`src/hw/rtl/lmtd_pkg.sv`:
```
`timescale 1ns / 1ps
// ----------------------------------------------------------------------------
// lmtd_pkg: shared types and constants of the match tuple decoder
// Field widths, the length and offset biases, the decode phases and the result item layout.
// ----------------------------------------------------------------------------
package lmtd_pkg;

   localparam int BYTE_W   = 8;
   localparam int LEN_W    = 8;
   localparam int OFS_W    = 17;
   localparam int COUNT_W  = 15;
   localparam int REPHI_W  = 7;

   localparam logic [LEN_W-1:0] LEN_BIAS = 8'd4;
   localparam logic [OFS_W-1:0] OFS_BIAS = 17'd4;

   // decode phase, one-hot
   typedef enum logic [5:0] {
      PH_MARKER     = 6'b000001,
      PH_SHORT_OFS  = 6'b000010,
      PH_LONG_LO    = 6'b000100,
      PH_LONG_HI    = 6'b001000,
      PH_REP_FIRST  = 6'b010000,
      PH_REP_SECOND = 6'b100000
   } phase_type;

   typedef struct packed {
      logic                long_form;
      logic [LEN_W-1:0]    match_length;
      logic [OFS_W-1:0]    match_offset;
      logic [COUNT_W-1:0]  repeat_count;
   } result_type;

endpackage

```
`src/hw/rtl/lmtd_in_reg.sv`:
```
`timescale 1ns / 1ps
// ----------------------------------------------------------------------------
// lmtd_in_reg: input byte register
// Holds one incoming item until the decode stage consumes it.
// ----------------------------------------------------------------------------
module lmtd_in_reg
   import lmtd_pkg::*;
(
   input  logic              clock,
   input  logic              reset,
   input  logic              req_valid,
   output logic              req_ready,
   input  logic [BYTE_W-1:0] req_data_byte,
   input  logic              step,
   output logic              byte_valid,
   output logic [BYTE_W-1:0] byte_data
);

   logic              valid_ff, valid_in;
   logic [BYTE_W-1:0] data_ff, data_in;
   logic              take;

   assign req_ready = !valid_ff || step;
   assign take      = req_valid && req_ready;
   assign valid_in  = take || (valid_ff && !step);
   assign data_in   = take ? req_data_byte : data_ff;

   always_ff @(posedge clock) begin
      if (reset) begin
         valid_ff <= 1'b0;
      end else begin
         valid_ff <= valid_in;
      end
      data_ff <= data_in;
   end

   assign byte_valid = valid_ff;
   assign byte_data  = data_ff;

endmodule

```
`src/hw/rtl/lmtd_core.sv`:
```
`timescale 1ns / 1ps
// ----------------------------------------------------------------------------
// lmtd_core: tuple decode state and step logic
// Advances the phase on each consumed byte and flags a finished tuple.
// ----------------------------------------------------------------------------
module lmtd_core
   import lmtd_pkg::*;
(
   input  logic              clock,
   input  logic              reset,
   input  logic              step,
   input  logic [BYTE_W-1:0] data_byte,
   output logic              res_valid,
   output result_type        res
);

   phase_type            phase_ff, phase_in;
   logic                 form_ff, form_in;
   logic [LEN_W-1:0]     len_ff, len_in;
   logic [OFS_W-1:0]     ofs_ff, ofs_in;
   logic [LEN_W-1:0]     prevl_ff, prevl_in;
   logic [OFS_W-1:0]     prevo_ff, prevo_in;
   logic [REPHI_W-1:0]   rephi_ff, rephi_in;
   logic                 tuple_end, rep_end;
   logic [COUNT_W-1:0]   count;

   always_comb begin
      phase_in  = phase_ff;
      form_in   = form_ff;
      len_in    = len_ff;
      ofs_in    = ofs_ff;
      prevl_in  = prevl_ff;
      prevo_in  = prevo_ff;
      rephi_in  = rephi_ff;
      tuple_end = 1'b0;
      rep_end   = 1'b0;
      res_valid = 1'b0;
      count     = COUNT_W'(1);
      if (step) begin
         case (phase_ff)
            PH_SHORT_OFS: begin
               ofs_in    = ofs_ff + {{(OFS_W-BYTE_W){1'b0}}, data_byte} + OFS_BIAS;
               tuple_end = 1'b1;
            end
            PH_LONG_LO: begin
               ofs_in   = {{(OFS_W-BYTE_W){1'b0}}, data_byte};
               phase_in = PH_LONG_HI;
            end
            PH_LONG_HI: begin
               ofs_in    = {1'b0, data_byte, ofs_ff[BYTE_W-1:0]} + OFS_BIAS;
               tuple_end = 1'b1;
            end
            PH_REP_FIRST: begin
               if (data_byte[BYTE_W-1]) begin
                  rephi_in = data_byte[REPHI_W-1:0];
                  phase_in = PH_REP_SECOND;
               end else begin
                  rep_end = 1'b1;
                  count   = {{(COUNT_W-BYTE_W){1'b0}}, data_byte};
               end
            end
            PH_REP_SECOND: begin
               rep_end = 1'b1;
               count   = {rephi_ff, data_byte};
            end
            default: begin
               // marker byte: top bit picks the form
               form_in = data_byte[7];
               if (!data_byte[7]) begin
                  ofs_in   = {6'd0, data_byte[2:0], 8'd0};
                  len_in   = {4'd0, data_byte[6:3]} + LEN_BIAS;
                  phase_in = PH_SHORT_OFS;
               end else begin
                  ofs_in   = '0;
                  len_in   = {1'b0, data_byte[6:0]} + LEN_BIAS;
                  phase_in = PH_LONG_LO;
               end
            end
         endcase

         if (tuple_end) begin
            if (len_ff == prevl_ff && ofs_in == prevo_ff) begin
               phase_in = PH_REP_FIRST;
            end else begin
               prevl_in  = len_ff;
               prevo_in  = ofs_in;
               phase_in  = PH_MARKER;
               res_valid = 1'b1;
            end
         end
         if (rep_end) begin
            prevl_in  = '0;
            prevo_in  = '0;
            phase_in  = PH_MARKER;
            res_valid = 1'b1;
         end
      end
   end

   assign res.long_form    = form_ff;
   assign res.match_length = len_ff;
   assign res.match_offset = ofs_in;
   assign res.repeat_count = count;

   always_ff @(posedge clock) begin
      if (reset) begin
         phase_ff <= PH_MARKER;
         prevl_ff <= '0;
         prevo_ff <= '0;
      end else begin
         phase_ff <= phase_in;
         prevl_ff <= prevl_in;
         prevo_ff <= prevo_in;
      end
      form_ff  <= form_in;
      len_ff   <= len_in;
      ofs_ff   <= ofs_in;
      rephi_ff <= rephi_in;
   end

endmodule

```
`src/hw/rtl/lmtd_out_reg.sv`:
```
`timescale 1ns / 1ps
// ----------------------------------------------------------------------------
// lmtd_out_reg: result register
// Holds a finished item until the consumer takes it.
// ----------------------------------------------------------------------------
module lmtd_out_reg
   import lmtd_pkg::*;
(
   input  logic        clock,
   input  logic        reset,
   input  logic        res_valid,
   input  result_type  res,
   output logic        can_take,
   output logic        rsp_valid,
   input  logic        rsp_ready,
   output result_type  rsp
);

   logic        valid_ff, valid_in;
   result_type  data_ff, data_in;

   assign can_take = !valid_ff || rsp_ready;
   assign valid_in = res_valid || (valid_ff && !rsp_ready);
   assign data_in  = res_valid ? res : data_ff;

   always_ff @(posedge clock) begin
      if (reset) begin
         valid_ff <= 1'b0;
      end else begin
         valid_ff <= valid_in;
      end
      data_ff <= data_in;
   end

   assign rsp_valid = valid_ff;
   assign rsp       = data_ff;

endmodule

```
`src/hw/rtl/lz_match_tuple_decoder.sv`:
```
`timescale 1ns / 1ps
// ----------------------------------------------------------------------------
// lz_match_tuple_decoder: back-reference tuple decoder
// Decodes short and long match tuples with optional repeat counts.
// ----------------------------------------------------------------------------
// The block takes one byte of the tuple stream per item and returns one result
// item per complete tuple: the form, the length and offset (each with a bias of
// 4 added) and a repeat count. A tuple that repeats the previous tuple's length
// and offset is followed by one or two count bytes, and its result appears only
// after the last count byte; otherwise the count is 1. The block accepts one
// byte every cycle unless the output stalls: the decode step works on the byte
// held in the input register, and a finished result lands in the output register
// at the next edge, so a result passes through both registers after its last
// byte is taken. A stalled output holds the decode step, and ready drops while
// the input register holds a byte. No configuration; reset returns the decoder
// to expect a marker byte and clears the stored previous tuple.
// ----------------------------------------------------------------------------
module lz_match_tuple_decoder
   import lmtd_pkg::*;
(
   input  logic                clock,
   input  logic                reset,
   input  logic                req_valid,
   output logic                req_ready,
   input  logic [BYTE_W-1:0]   req_data_byte,
   output logic                rsp_valid,
   input  logic                rsp_ready,
   output logic                rsp_long_form,
   output logic [LEN_W-1:0]    rsp_match_length,
   output logic [OFS_W-1:0]    rsp_match_offset,
   output logic [COUNT_W-1:0]  rsp_repeat_count
);

   logic              byte_valid;
   logic [BYTE_W-1:0] byte_data;
   logic              can_take;
   logic              step;
   logic              res_valid;
   result_type        res;
   result_type        rsp;

   // advance decode only when the output register has room
   assign step = byte_valid && can_take;

   lmtd_in_reg u_in_reg (
      .clock         (clock),
      .reset         (reset),
      .req_valid     (req_valid),
      .req_ready     (req_ready),
      .req_data_byte (req_data_byte),
      .step          (step),
      .byte_valid    (byte_valid),
      .byte_data     (byte_data)
   );

   lmtd_core u_core (
      .clock     (clock),
      .reset     (reset),
      .step      (step),
      .data_byte (byte_data),
      .res_valid (res_valid),
      .res       (res)
   );

   lmtd_out_reg u_out_reg (
      .clock     (clock),
      .reset     (reset),
      .res_valid (res_valid),
      .res       (res),
      .can_take  (can_take),
      .rsp_valid (rsp_valid),
      .rsp_ready (rsp_ready),
      .rsp       (rsp)
   );

   assign rsp_long_form    = rsp.long_form;
   assign rsp_match_length = rsp.match_length;
   assign rsp_match_offset = rsp.match_offset;
   assign rsp_repeat_count = rsp.repeat_count;

endmodule

```
`config.mk`:
```
export PLATFORM = sky130hd
export DESIGN_NAME = lz_match_tuple_decoder
export DESIGN_NICKNAME = d
export VERILOG_FILES = /design/src/hw/rtl/lmtd_pkg.sv /design/src/hw/rtl/lmtd_in_reg.sv /design/src/hw/rtl/lmtd_core.sv /design/src/hw/rtl/lmtd_out_reg.sv /design/src/hw/rtl/lz_match_tuple_decoder.sv
export SDC_FILE = /design/constraint.sdc
export NUM_CORES = 1
export LEC_CHECK = 0
export BUFFER_PORTS_ARGS = -buffer_cell sky130_fd_sc_hd__buf_2
export CORE_MARGIN = 2
export CORE_UTILIZATION = 28
export CTS_CLUSTER_DIAMETER = 30
export CTS_CLUSTER_SIZE = 24
export DETAILED_ROUTE_END_ITERATION = 6
export SLEW_MARGIN = 20
export SYNTH_ARGS = -nofsm -noshare
export SYNTH_HDL_FRONTEND = slang
export SYNTH_HIERARCHICAL = 1
export SYNTH_SLANG_ARGS = --single-unit
export TNS_END_PERCENT = 10
```
`constraint.sdc`:
```
create_clock -name clock -period 3.98 [get_ports clock]
set_clock_uncertainty 0.05 [all_clocks]
set_input_delay 0.398 -clock clock [delete_from_list [all_inputs] [get_ports clock]]
set_output_delay 0.398 -clock clock [all_outputs]
set_load 0.02 [all_outputs]
```
==> metrics.txt <==
status=finished clean; Buffers on Ports=54; Sequential Area=slightly below 3000 um2; gr ovfl total=0; row cnt=54; GRT Total Usage=15.2%; asr flop ratio synth=0%; Clock Pin Slew Worst Setup and Hold Paths=0.06 ns; f_max=258 MHz; total CTS buffers=17; Die Y=153 um; Chip Width=about 150 um; Compound-Gate Fraction of Synth Area=15.7%; final wirelength=17800 um; worst path arrival time=4.00 ns; post-synthesis mux area share=3.66%; drt drc=0; largest net degree at the start of global routing=59; Layout area overhead=27.6%; first-pass GRT wire length=27600 um; cell area power density=437 nW/um2; hold path endpoint=u_in_reg/byte_data[4]; fin area=7930 um2; Yosys reg bits=115; Mapped Cells=608; reg-to-reg critical path startpoint=u_in_reg/byte_data[1]; largest family of logic cells by synthesized area=simple AND/OR/NAND/NOR gates; Core Region=21800 um2; Final Max Slew Viols=0; routed vias=5118; later-pin clock latency in the skew report=0.42 ns; hold_sp=req_data_byte[4]; share of the synthesized area in the top cell type=a little under a third; max_slew headroom=32.0%; Synth Area in Adders=4.15%; DRT iter0 DRCs=425; Routed WL per cell=17.8 um; Post-Synth Simple-Gate Area=approximately a fifth; critical path startpoint category=flip-flop; initial antenna violation count=0; dominant cells by area after synthesis=edfxtp_1, dfxtp_1, ha_1; post-layout minimum cycle time=3.87 ns; vias in the first global route=roughly 5000; TritonRoute pass-1 iters=5; Avg Vias per Cell=5.13; GPL Wtd Cong=0.925; Crit Path Class=reg -> reg; diodes inserted=0; synth warn=6; Commonest cells post-synth=edfxtp_1, dfxtp_1, nor2_1, a21oi_1, nand2_1; final setup violation count=0; Yosys top cell by area=edfxtp_1; Max clock buf depth=2; remaining antenna violation count=0; synthesized area=6210 um2; reg2reg end=u_out_reg/rsp[22]; worst hold path type=in -> reg; Synth Net Count=640; fill cell count=2152; syn avg cell area=10.2 um2; CTS tree=built; Fin. Hold Viols=0; number of max-cap violations=0; placed cell areas=7100 um2; depth of the CTS H-tree=4; XOR/XNOR Fraction of Synth Area=4.37%; synth unique cells=75; total power=3470 uW; die area=23400 um2; Worst R2R Setup Slack=0.11 ns; # IOs=55; crit-path max FO=18; Worst Setup End Kind=flip-flop; layout cells sized above 1=between 20% and 30%; critical path required time=4.10 ns; number of synthesized flops with an enable pin=65; Initial Util=28.5%; nets=736; Worst Reg-to-Reg Cells=16; clock root buffer master=clkbuf_16; worst setup path start=u_in_reg/byte_data[1]; crit share post-route=~100%; Worst Max-Slew Pin Slew=1.02 ns; Sink Count=115; Multi-input gate area=3230 um2; ys flop type=edfxtp_1; peak supply drop=between 0.3 and 0.4 mV; hpwl dp=between 10000 and 15000 um; count leader, synth=edfxtp_1; CTS Hold Bufs=0; hold path cells=1; Seq/Total Area, Yosys=between 40% and 50%; leakage power=0.00295 uW
[report_power, final]
| group | internal (uW) | switching, uW | total (uW) |
|---|---|---|---|
| Sequential | 1310 | 54.9 | 1360 |
| Clock | 891 | 602 | 1490 |
| Combinational | 256 | 356 | 612 |
| Total | 2460 | 1010 | 3470 |
[kinds of logic after synthesis]
| group | count (synthesis) |
|---|---|
| AND/OR/NAND/NOR | 229 |
| AO/OA/AOI/OAI | 138 |
| flip-flops | 115 |
| buffers and inverters | 53 |
| XOR/XNOR | 31 |
| multiplexers | 22 |
| adder cells (fa/ha/maj) | 20 |
[sequential cells by signal (all words and copies together) (netlist names), 6 cells and up]
signal / cells
u_core/rephi_ff: 7
u_core/prevl_ff: 8
u_core/prevo_ff: 17
u_out_reg/rsp: 41
u_core/ofs_ff: 17
u_core/phase_ff: 6
u_in_reg/byte_data: 8
u_core/len_ff: 8
[routing by layer]
metal	track usage, %	wire length, um
met5	0	0
met1	20.0	8040
met2	23.2	8010
met4	7.58	591
met3	4.03	1120
[area by class of cell]
| type | instances | area share [%] |
|---|---|---|
| timing repair buffer | 111 | 9.33 |
| clock buffer | 18 | 5.54 |
| inverter | 19 | 0.900 |
| tap | 280 | 4.42 |
| multi-input combinational | 440 | 40.8 |
| sequential | 115 | 37.2 |
| clock inverter | 14 | 1.80 |
[per-stage QoR]
stage,setup TNS (ns),hold slack (ns),utilization (%),cells,setup WS [ns]
floorplan,0,0.405,-,608,0.0134
CTS,0,0.100,35.4,992,0.0175
finish,0,0.119,36.3,997,0.107
global route,-0.0424,0.0998,36.3,997,-0.0209
global placement,-9.14,0.385,32.5,958,-0.190
detailed placement,-13.04,0.377,32.5,958,-0.255
[placed cells by master (no fill, tap or decap), types with 9 or more instances in the layout]
master and n:
inv_1 17, clkbuf_16 17, nor3_1 15, nor3b_1 14
xor2_1 16, nand3_1 17, a21oi_1 29, nor2_1 45
buf_2 54, and2_1 24, and3_1 10, edfxtp_1 65
ha_1 15, buf_4 53, xnor2_1 14, a21oi_2 9
mux2i_1 16, o41ai_1 18, dfxtp_1 50, nand2b_1 15
o21ai_0 23, nand2_1 31
[critical path: stages, from the launching register on]
cell       delay (ns)
edfxtp_1         0.39
ha_1             0.30
ha_2             0.18
inv_1            0.06
fa_2             0.35
nand2b_4         0.18
a21o_1           0.19
a21oi_2          0.20
nor3_4           0.07
or3_4            0.36
a2111oi_4        0.34
nand4_1          0.13
buf_4            0.18
nor2_8           0.13
nor2_4           0.05
or2_4            0.28
buf_12           0.17
[worst max path at each step]
stage | endpoint | cells past startpoint
6_report | u_out_reg/rsp[22] | 16
3_5_place_dp | u_out_reg/rsp_valid | 18
2_1_floorplan | u_out_reg/rsp[0] | 14
5_1_grt | u_out_reg/rsp_valid | 17
3_3_place_gp | u_out_reg/rsp_valid | 18
4_1_cts | u_out_reg/rsp_valid | 18
[what timing repair did]
| item | 4_1_cts | 5_1_grt |
|---|---|---|
| resized for setup | 7 | 34 |
| pin swaps | 2 | 14 |
| endpoints found under the setup margin | 69 | 63 |
| buffers inserted | 2 | 5 |
No activity file was read; power rests on OpenSTA's default activity.
